--- src/hw/rtl/lsp_pkg.sv ---
// lsp_pkg: shared constants, command and register codes, and types of the
// looping sample player. Used by every other file of the block; no dependencies.
`default_nettype none

package lsp_pkg;

    // storage and fixed-point format
    localparam int MEM_DEPTH    = 262144;
    localparam int MEM_AW       = $clog2(MEM_DEPTH);
    localparam int FRAC_BITS    = 12;
    localparam int POS_INT_BITS = 19;
    localparam int POS_W        = POS_INT_BITS + FRAC_BITS;

    // field widths
    localparam int CMD_W    = 2;
    localparam int ADDR_W   = 18;
    localparam int SAMPLE_W = 16;
    localparam int PITCH_W  = 16;

    // command codes
    localparam logic [CMD_W-1:0] CMD_WRITE   = 2'd0;
    localparam logic [CMD_W-1:0] CMD_PLAY    = 2'd1;
    localparam logic [CMD_W-1:0] CMD_RESTART = 2'd2;

    // configuration port
    localparam int APB_DW = 32;
    localparam int APB_AW = 4;
    localparam logic [1:0] REG_PITCH = 2'd0;
    localparam logic [1:0] REG_START = 2'd1;
    localparam logic [1:0] REG_END   = 2'd2;

    // register reset values
    localparam logic [PITCH_W-1:0] PITCH_RST = 16'd256;
    localparam logic [ADDR_W-1:0]  START_RST = 18'd0;
    localparam logic [ADDR_W-1:0]  END_RST   = 18'h3FFFF;

    typedef logic [POS_W-1:0]        t_pos;
    typedef logic [POS_INT_BITS-1:0] t_pos_int;
    typedef logic [MEM_AW-1:0]       t_mem_addr;

    // configuration as seen by the position unit
    typedef struct packed {
        logic [PITCH_W-1:0] pitch_code;
        logic [ADDR_W-1:0]  loop_start;
        logic [ADDR_W-1:0]  loop_end;
    } t_cfg;

    // position update strobes
    typedef struct packed {
        logic play;
        logic restart;
    } t_pos_ctl;

endpackage

`default_nettype wire

--- src/hw/rtl/lsp_pos.sv ---
// lsp_pos: play position register and its step, loop wrap and clamp logic.
// Depends on lsp_pkg for the fixed-point format and the t_cfg / t_pos_ctl types.
`default_nettype none

module lsp_pos (
    input  wire logic                i_clk,
    input  wire logic                i_rst_n,
    input  wire lsp_pkg::t_cfg       i_cfg,
    input  wire lsp_pkg::t_pos_ctl   i_ctl,
    output lsp_pkg::t_mem_addr       o_rd_addr
);

    lsp_pkg::t_pos     r_pos;
    lsp_pkg::t_pos     n_pos;
    lsp_pkg::t_pos     w_step;
    lsp_pkg::t_pos     w_sum;
    lsp_pkg::t_pos     w_start_pos;
    lsp_pkg::t_pos     w_wrapped;
    lsp_pkg::t_pos     w_pos1;
    lsp_pkg::t_pos_int w_len;
    lsp_pkg::t_pos_int w_start_ext;
    lsp_pkg::t_pos_int w_end_ext;
    lsp_pkg::t_pos_int w_sum_int;
    lsp_pkg::t_pos_int w_pos1_int;

    // step is one half plus pitch_code/4096 samples
    assign w_step = (lsp_pkg::t_pos'(1) << (lsp_pkg::FRAC_BITS - 1))
                  + (lsp_pkg::t_pos'(i_cfg.pitch_code) << (lsp_pkg::FRAC_BITS - 12));

    assign w_start_ext = lsp_pkg::t_pos_int'(i_cfg.loop_start);
    assign w_end_ext   = lsp_pkg::t_pos_int'(i_cfg.loop_end);
    assign w_start_pos = lsp_pkg::t_pos'(i_cfg.loop_start) << lsp_pkg::FRAC_BITS;

    // loop length, only meaningful when start <= end
    assign w_len = w_end_ext - w_start_ext + lsp_pkg::t_pos_int'(1);

    assign w_sum     = r_pos + w_step;
    assign w_sum_int = w_sum[lsp_pkg::POS_W-1:lsp_pkg::FRAC_BITS];
    assign w_wrapped = w_sum - (lsp_pkg::t_pos'(w_len) << lsp_pkg::FRAC_BITS);

    // one loop length back when past the end, start point for an inverted loop
    always_comb begin
        if (w_sum_int > w_end_ext) begin
            w_pos1 = (w_start_ext <= w_end_ext) ? w_wrapped : w_start_pos;
        end else begin
            w_pos1 = w_sum;
        end
    end

    assign w_pos1_int = w_pos1[lsp_pkg::POS_W-1:lsp_pkg::FRAC_BITS];

    // next position
    always_comb begin
        n_pos = r_pos;
        if (i_ctl.restart) begin
            n_pos = w_start_pos;
        end else if (i_ctl.play) begin
            n_pos = (w_pos1_int < w_start_ext) ? w_start_pos : w_pos1;
        end
    end

    always_ff @(posedge i_clk) begin
        if (!i_rst_n) begin
            r_pos <= '0;
        end else begin
            r_pos <= n_pos;
        end
    end

    // integer part, wrapped to the memory depth
    assign o_rd_addr = lsp_pkg::t_mem_addr'(r_pos[lsp_pkg::POS_W-1:lsp_pkg::FRAC_BITS]);

endmodule

`default_nettype wire
--- config.mk ---
export PLATFORM = sky130hd
export DESIGN_NAME = lsp_pos
export DESIGN_NICKNAME = d
export VERILOG_FILES = /design/src/hw/rtl/lsp_pkg.sv /design/src/hw/rtl/lsp_pos.sv
export SDC_FILE = /design/constraint.sdc
export NUM_CORES = 1
export LEC_CHECK = 0
export ABC_AREA = 1
export ABC_CLOCK_PERIOD_IN_PS = 7100
export BUFFER_PORTS_ARGS = -buffer_cell sky130_fd_sc_hd__buf_4
export CORE_ASPECT_RATIO = 1.5
export CORE_MARGIN = 4
export CORE_UTILIZATION = 58
export CTS_CLUSTER_SIZE = 12
export DETAILED_ROUTE_END_ITERATION = 7
export HOLD_SLACK_MARGIN = 0.15
export PLACE_DENSITY = 0.79
export SETUP_SLACK_MARGIN = 0.2
export SLEW_MARGIN = 25
export SYNTH_ARGS = -nofsm -noshare
export SYNTH_HDL_FRONTEND = slang
export SYNTH_SLANG_ARGS = --single-unit
--- constraint.sdc ---
create_clock -name i_clk -period 7.1 [get_ports i_clk]
set_input_delay 0.355 -clock i_clk [delete_from_list [all_inputs] [get_ports i_clk]]
set_output_delay 0.355 -clock i_clk [all_outputs]
set_load 0.1 [all_outputs]
==> results_dict.tcl, run 1 <==
set metrics [dict create \
    nets 1423 \
    core.rowCount 49 \
    min_delay_path_class "input port to flop" \
    detailed_place.area_um2 7780 \
    cts_max_level 2 \
    report.final.slew_viol_count 0 \
    synth-edff-count 0 \
    fillers 1190 \
    grtUsageTotal 0.316 \
    vias_in_the_first_global_route 7726 \
    status "finished, final reports clean" \
    power.ir.vdd_worst_uv 181 \
    layout.cell_area.non_filler_um2 7940 \
    timing.setup.tns_ns 0 \
    maximum_number_of_pins_on_one_net_before_global_route_repair 31 \
    syn-instance-count 1189 \
    drt_drc_violations_left 0 \
    rsz0062_at_grt "false" \
    timing_worst_slew_pin_value_ns 0.616 \
    drtPass1Iterations 5 \
    synth.distinct_cells 49 \
    via_per_inst 5.83 \
    worstPathArrival_ns 6.69 \
    power.leakage_nw 4.49 \
    fmax_ghz 0.154 \
    timing.critical_path.required_ns 7.29 \
    numClockSinks 31 \
    syn-num-nets 1375 \
    syn-cell-area_um2 7240 \
    number_of_storage_elements_in_the_synthesis_netlist 31 \
    cts_inserted_buffers 5 \
    setup.worst_path.class "flop to flop" \
    top_level_ports 74 \
    hold_viol 0 \
    layout_min_cycle_time_ns 6.50 \
    finished_core_util 0.654 \
    timing.critical_path.mode_cell "sky130_fd_sc_hd__nand2_1" \
    vias 8101 \
    setup_viol 0 \
    post-cts-setup-buffer-count 0 \
    buffers_added_on_ports 73 \
    antennaDiodeCount 0 \
    critPathMaxFanout 24 \
    placeable_area_um2 12100 \
    grt_first_pass_wirelength_um 36800 \
    maximum_capacitance_violations 0 \
    critical_path.startpoint_type "flop" \
    largest_register_ffs 31 \
    cts.root.buffer_cell "sky130_fd_sc_hd__clkbuf_16" \
    largest-register "r_pos" \
    ant_nets 0 \
    post_cts_hold_buffer_count 0 \
    layout.cells.most_common "sky130_fd_sc_hd__nand2_1" \
    drive_gt1_frac 0.118 \
    floorplan.die_area_um2 14400 \
    floorplan.initialDensity 0.596 \
    crit_path_end_kind "flop" \
    wirelength_per_cell_um 16.3 \
    max-slew-margin-rel 0.586 \
    reg.largest.list "r_pos (31)" \
    clock_latency_of_the_later_clocked_register_in_the_worst_skew_pair_ns 0.28 \
    chipWidth_um 99.2 \
    layout_worst_path_cycle_share 0.915 \
    critPathSlowestCell "sky130_fd_sc_hd__or4_1" \
    gpl.final_weighted_congestion 1.01 \
    cpPeakStageDelay_ns 0.58 \
    power-per-cell-area_nw_per_um2 191 \
    ys.warnings.count 0 \
    postSynthAreaPerCell_um2 6.09 \
    post-dp-hpwl_um 19200 \
    clkTransAtPathRegs_ns 0.05 \
    cts_resized 0 \
    antenna_found_initial 0 \
    tritoncts "built" \
    synth_top_flop_cell "sky130_fd_sc_hd__dfxtp_1" \
    drt_iter0_markers 607 \
    area_delta_synth_final_pct 9.66 \
    routed_wire_length_um 22700 \
    globalRouteOverflowTotal 0 \
    die_h_um 145 \
    async_sr_flop_fraction 0 \
    synth_sequential_area_ratio 0.0857 \
    fin_skew_ns 0.00585 \
    commonest_non_fill_non_tap_cells_in_the_layout "322 x sky130_fd_sc_hd__nand2_1, 168 x sky130_fd_sc_hd__inv_1, 127 x sky130_fd_sc_hd__ha_1" \
    maximum_number_of_buffers_from_clock_root_to_sink 2 \
]
[cell families (layout without fill, tap and decap cells)]
family,after synthesis,in the layout,synth area share
adder cells (fa/ha/maj),130,130,0.228
flip-flops,31,31,0.0857
AND/OR/NAND/NOR,582,582,0.363
XOR/XNOR,43,43,0.0531
AO/OA/AOI/OAI,179,179,0.141
buffers and inverters,224,272,0.129
[worst max-delay path, delay by kind of cell, from the launching register on]
| kind | cells | cell delay, ns |
|---|---|---|
| simple gates | 18 | 3.07 |
| compound gates | 5 | 0.80 |
| xor+xnor | 1 | 0.27 |
| flops | 1 | 0.39 |
| fa+ha+maj | 4 | 1.22 |
| buf+inv | 5 | 0.63 |
[metrics by stage]
step,setup slack (ns),instances,hold slack (ns),power [mW]
6_report,0.603,1390,0.384,1.52
5_1_grt,0.258,1390,0.399,1.64
4_1_cts,0.552,1390,0.385,1.49
3_5_place_dp,0.490,1383,0.462,1.27
3_3_place_gp,0.646,1383,0.456,1.25
2_1_floorplan,1.67,1189,0.445,1.04
[area by class of cell]
cell class,instances,area [um2],share of cell area
clock buffer,6,139,0.0175
clock inverter,1,5.00,0.000630
inverter,187,702,0.0884
multi-input combinational,934,5700,0.717
sequential,31,621,0.0782
tap,153,191,0.0241
timing repair buffer,78,586,0.0737
[routing by layer]
layer  GRT usage  wire (um)
met3      0.0321       1500
met1       0.353       8510
met5           0          0
met4       0.194       1510
met2       0.574      11200
[power breakdown]
part	internal, mW	leakage (nW)	switching (mW)
Combinational	0.367	4.16	0.724
Clock	0.137	0.0727	0.0802
Sequential	0.188	0.254	0.0210
[synth_stat cells, types with 4 or more instances]
master	count	area (um2)
sky130_fd_sc_hd__nand3b_1	4	30.0
sky130_fd_sc_hd__dfxtp_1	31	621
sky130_fd_sc_hd__clkinv_1	5	18.8
sky130_fd_sc_hd__o21ai_0	43	215
sky130_fd_sc_hd__xor2_1	25	219
sky130_fd_sc_hd__nand2_2	11	68.8
sky130_fd_sc_hd__a22oi_1	18	135
sky130_fd_sc_hd__nor2_2	7	43.8
sky130_fd_sc_hd__nor2_1	70	263
sky130_fd_sc_hd__nand3_2	18	180
sky130_fd_sc_hd__nor3_1	10	50.1
sky130_fd_sc_hd__inv_2	14	52.6
sky130_fd_sc_hd__ha_1	127	1590
sky130_fd_sc_hd__o21bai_1	8	60.1
sky130_fd_sc_hd__xnor2_1	17	149
sky130_fd_sc_hd__inv_1	168	631
sky130_fd_sc_hd__nand3_1	106	531
sky130_fd_sc_hd__a21oi_1	85	425
sky130_fd_sc_hd__nand4_1	18	113
sky130_fd_sc_hd__buf_4	21	158
sky130_fd_sc_hd__o211ai_1	4	30.0
sky130_fd_sc_hd__a31oi_1	5	31.3
sky130_fd_sc_hd__nand2_1	322	1210
sky130_fd_sc_hd__clkbuf_1	11	41.3
[path summary, 6_finish.rpt]
path | depth (start not counted) | end | slack (ns) | from
min | 2 | r_pos[2]$_SDFFE_PP0P_ | 0.38 | i_ctl[1]
min reg2reg | 2 | r_pos[4]$_SDFFE_PP0P_ | 0.47 | r_pos[4]$_SDFFE_PP0P_
max | 33 | r_pos[23]$_SDFFE_PN0P_ | 0.60 | r_pos[15]$_SDFFE_PN0P_
max reg2reg | 33 | r_pos[23]$_SDFFE_PN0P_ | 0.60 | r_pos[15]$_SDFFE_PN0P_
Power figures use the tool's default switching activity.
==> inputs of run 2 (changes only) <==
--- a/config.mk
+++ b/config.mk
@@ -5,7 +5,6 @@
 export SDC_FILE = /design/constraint.sdc
 export NUM_CORES = 1
 export LEC_CHECK = 0
-export ABC_AREA = 1
 export ABC_CLOCK_PERIOD_IN_PS = 7100
 export BUFFER_PORTS_ARGS = -buffer_cell sky130_fd_sc_hd__buf_4
 export CORE_ASPECT_RATIO = 1.5
==> run 2 against run 1 <==
Effect of this change: cell count fell by 9.4%; first-iteration DRC count rose by 31%; worst setup slack got worse by 0.54 ns; die area fell by 1.2%; synthesized area fell by 1.3%; sequential power rose by 2%; non-clock buffer count rose by 132; synthesized cell count fell by 20%; sequential cell count did not move; final area rose by 15%; critical endpoint is now r_pos[4]$_SDFFE_PP0P_; highest routed layer unchanged.
==> results_dict.tcl, run 2 <==
set metrics [dict create \
    synth_sequential_area_ratio 0.0869 \
    finished_core_util 0.762 \
    largest-register "r_pos" \
    routed_wire_length_um 27500 \
    number_of_storage_elements_in_the_synthesis_netlist 31 \
    critical_path.startpoint_type "flop" \
    multi_input_area_um2 6320 \
    timing.critical_path.mode_cell "sky130_fd_sc_hd__a21o_1" \
    critPathLaunch "r_pos[1]$_SDFFE_PP0P_" \
    worst_r2r_startpoint "r_pos[1]$_SDFFE_PP0P_" \
    report.final.slew_viol_count 0 \
    fmax_ghz 0.142 \
    hold_viol 0 \
    layout.cells.most_common "sky130_fd_sc_hd__buf_4" \
    gpl.final_weighted_congestion 1.00 \
    clkTransAtPathRegs_ns 0.05 \
    buffers_added_on_ports 73 \
    core.rowCount 49 \
    postSynthAreaPerCell_um2 7.54 \
    max-slew-margin-rel 0.504 \
    total_switching_power_mw 0.868 \
    critPathMaxFanout 6 \
    fin_skew_ns 0.00428 \
    syn-instance-count 947 \
    antennaDiodeCount 0 \
    post_synth_main_area_contributors "sky130_fd_sc_hd__ha_1 22%, sky130_fd_sc_hd__dfxtp_1 8.7%, sky130_fd_sc_hd__a21oi_1 5.2%" \
    status "finished, final reports clean" \
    reg.largest.list "r_pos (31)" \
    power_internal_mw 0.949 \
    syn-cell-area_um2 7140 \
    nets 1293 \
    power.ir.vdd_worst_uv 109 \
    layout_min_cycle_time_ns 7.03 \
    top_level_ports 74 \
    cts.root.buffer_cell "sky130_fd_sc_hd__clkbuf_16" \
    layout.cell_area.non_filler_um2 9160 \
    maximum_number_of_buffers_from_clock_root_to_sink 2 \
    ant_nets 0 \
    power.leakage_nw 4.37 \
    synth.distinct_cells 87 \
    fillers 886 \
    cts_inserted_buffers 5 \
    drtPass1Iterations 6 \
    async_sr_flop_fraction 0 \
    register_area_um2 622 \
    clock_latency_of_the_later_clocked_register_in_the_worst_skew_pair_ns 0.28 \
    chipWidth_um 98.6 \
    post-dp-hpwl_um 20100 \
    grtUsageTotal 0.366 \
    setup_viol 0 \
    cts_max_level 2 \
    detailed_place.area_um2 8330 \
    maximum_capacitance_violations 0 \
    power.switching_fraction 0.478 \
    timing.setup.tns_ns 0 \
    floorplan.die_area_um2 14200 \
    crit_path_end_kind "flop" \
    critPathSlowestCell "sky130_fd_sc_hd__fa_2" \
    wirelength_per_cell_um 21.8 \
    maximum_number_of_pins_on_one_net_before_global_route_repair 40 \
    placeable_area_um2 12000 \
    min-delay-start "i_rst_n" \
    synth_area_leader_cell "sky130_fd_sc_hd__ha_1" \
    timing_worst_slew_pin_value_ns 0.743 \
    synth_top_flop_cell "sky130_fd_sc_hd__dfxtp_1" \
    timing.critical_path.required_ns 7.27 \
    post_synth_most_frequent_cells "127 x sky130_fd_sc_hd__ha_1, 79 x sky130_fd_sc_hd__nand2_1, 74 x sky130_fd_sc_hd__a21oi_1" \
    via_per_inst 6.61 \
    power-per-cell-area_nw_per_um2 198 \
    grt_first_pass_wirelength_um 41200 \
    antenna_found_initial 0 \
    ys.warnings.count 0 \
    pwr-share-comb 0.766 \
    area_delta_synth_final_pct 28.2 \
    share_seq_of_total_power 0.117 \
    worstPathArrival_ns 7.20 \
    synth-edff-count 0 \
    post-synth-top-area-fraction 0.222 \
    clock_power_share 0.117 \
    numClockSinks 31 \
    vias 8324 \
    yosysMostFrequentCell "sky130_fd_sc_hd__ha_1" \
    die_h_um 144 \
    layout_worst_path_cycle_share 0.991 \
    floorplan.initialDensity 0.595 \
    drive_gt1_frac 0.280 \
    globalRouteOverflowTotal 0 \
    min_delay_path_class "input port to flop" \
    tritoncts "built" \
    drt_drc_violations_left 0 \
    vias_in_the_first_global_route 8022 \
    drt_iter0_markers 796 \
    largest_register_ffs 31 \
    setup.worst_path.class "flop to flop" \
    syn-num-nets 1133 \
    cpPeakStageDelay_ns 0.38 \
    commonest_non_fill_non_tap_cells_in_the_layout "205 x sky130_fd_sc_hd__buf_4, 112 x sky130_fd_sc_hd__ha_1, 77 x sky130_fd_sc_hd__nand2_1" \
    rsz0062_at_grt "true" \
]
## run 2: through the flow
stage	power, mW	cells	hold WS (ns)	worst slack (ns)
3_3_place_gp	1.39	1215	0.450	-0.205
5_1_grt	1.93	1260	0.398	-0.236
3_5_place_dp	1.41	1215	0.461	-0.326
2_1_floorplan	1.00	947	0.442	0.210
4_1_cts	1.70	1247	0.385	0.181
6_report	1.82	1260	0.393	0.0661
## run 2: timing repair
action | in CTS | in global routing
pin swaps | 32 | 49
buffers inserted | 25 | 13
hold buffers | 0 | 0
setup endpoints to repair | 30 | 30
resized for setup | 31 | 44
## run 2: per-layer routing
layer / up-vias / track usage / share of wire / wire (um)
met5: - / 0 / 0 / 0
met4: 0 / 0.283 / 0.097 / 2660
met1: 3801 / 0.390 / 0.34 / 9360
met3: 179 / 0.0549 / 0.083 / 2270
li1: 3825 / - / - / -
met2: 519 / 0.643 / 0.48 / 13200
## run 2: power by group through the flow
stage	combinational [mW]	clock [mW]	sequential (mW)
CTS	1.27	0.212	0.210
global route	1.50	0.218	0.213
floorplan	0.804	0	0.199
detailed placement	1.20	0	0.214
finish	1.39	0.213	0.213
global placement	1.18	0	0.214
## run 2: worst paths after layout
kind,to,slack [ns],cells after the start
worst max-delay path,r_pos[4]$_SDFFE_PP0P_,0.07,37
worst max register to register,r_pos[4]$_SDFFE_PP0P_,0.07,37
worst min-delay path,r_pos[12]$_SDFFE_PN0P_,0.39,3
worst min register to register,r_pos[8]$_SDFFE_PP0P_,0.48,1
## run 2: cell families (layout without fill, tap and decap cells)
family,Yosys count,in the layout,share of synthesized area
compound gates,289,289,0.285
xor+xnor,58,58,0.0783
fa+ha+maj,133,133,0.235
buf+inv,131,291,0.0841
flops,31,31,0.0869
mux,15,15,0.0215
simple gates,290,290,0.209
## run 2: area by class of cell
class | count | area share
Clock buffer | 6 | 0.0152
Sequential cell | 31 | 0.0679
Timing Repair Buffer | 210 | 0.175
Tap cell | 153 | 0.0209
Inverter | 74 | 0.0303
Multi-Input combinational cell | 785 | 0.690
Clock inverter | 1 | 0.000546
## run 2: critical path: cells and delay by family, from the launching register on
family	cells	cell delay, ns
mux	1	0.30
buf+inv	5	0.65
fa+ha+maj	6	1.62
compound gates	17	2.91
xor+xnor	1	0.19
simple gates	7	0.86
flops	1	0.35
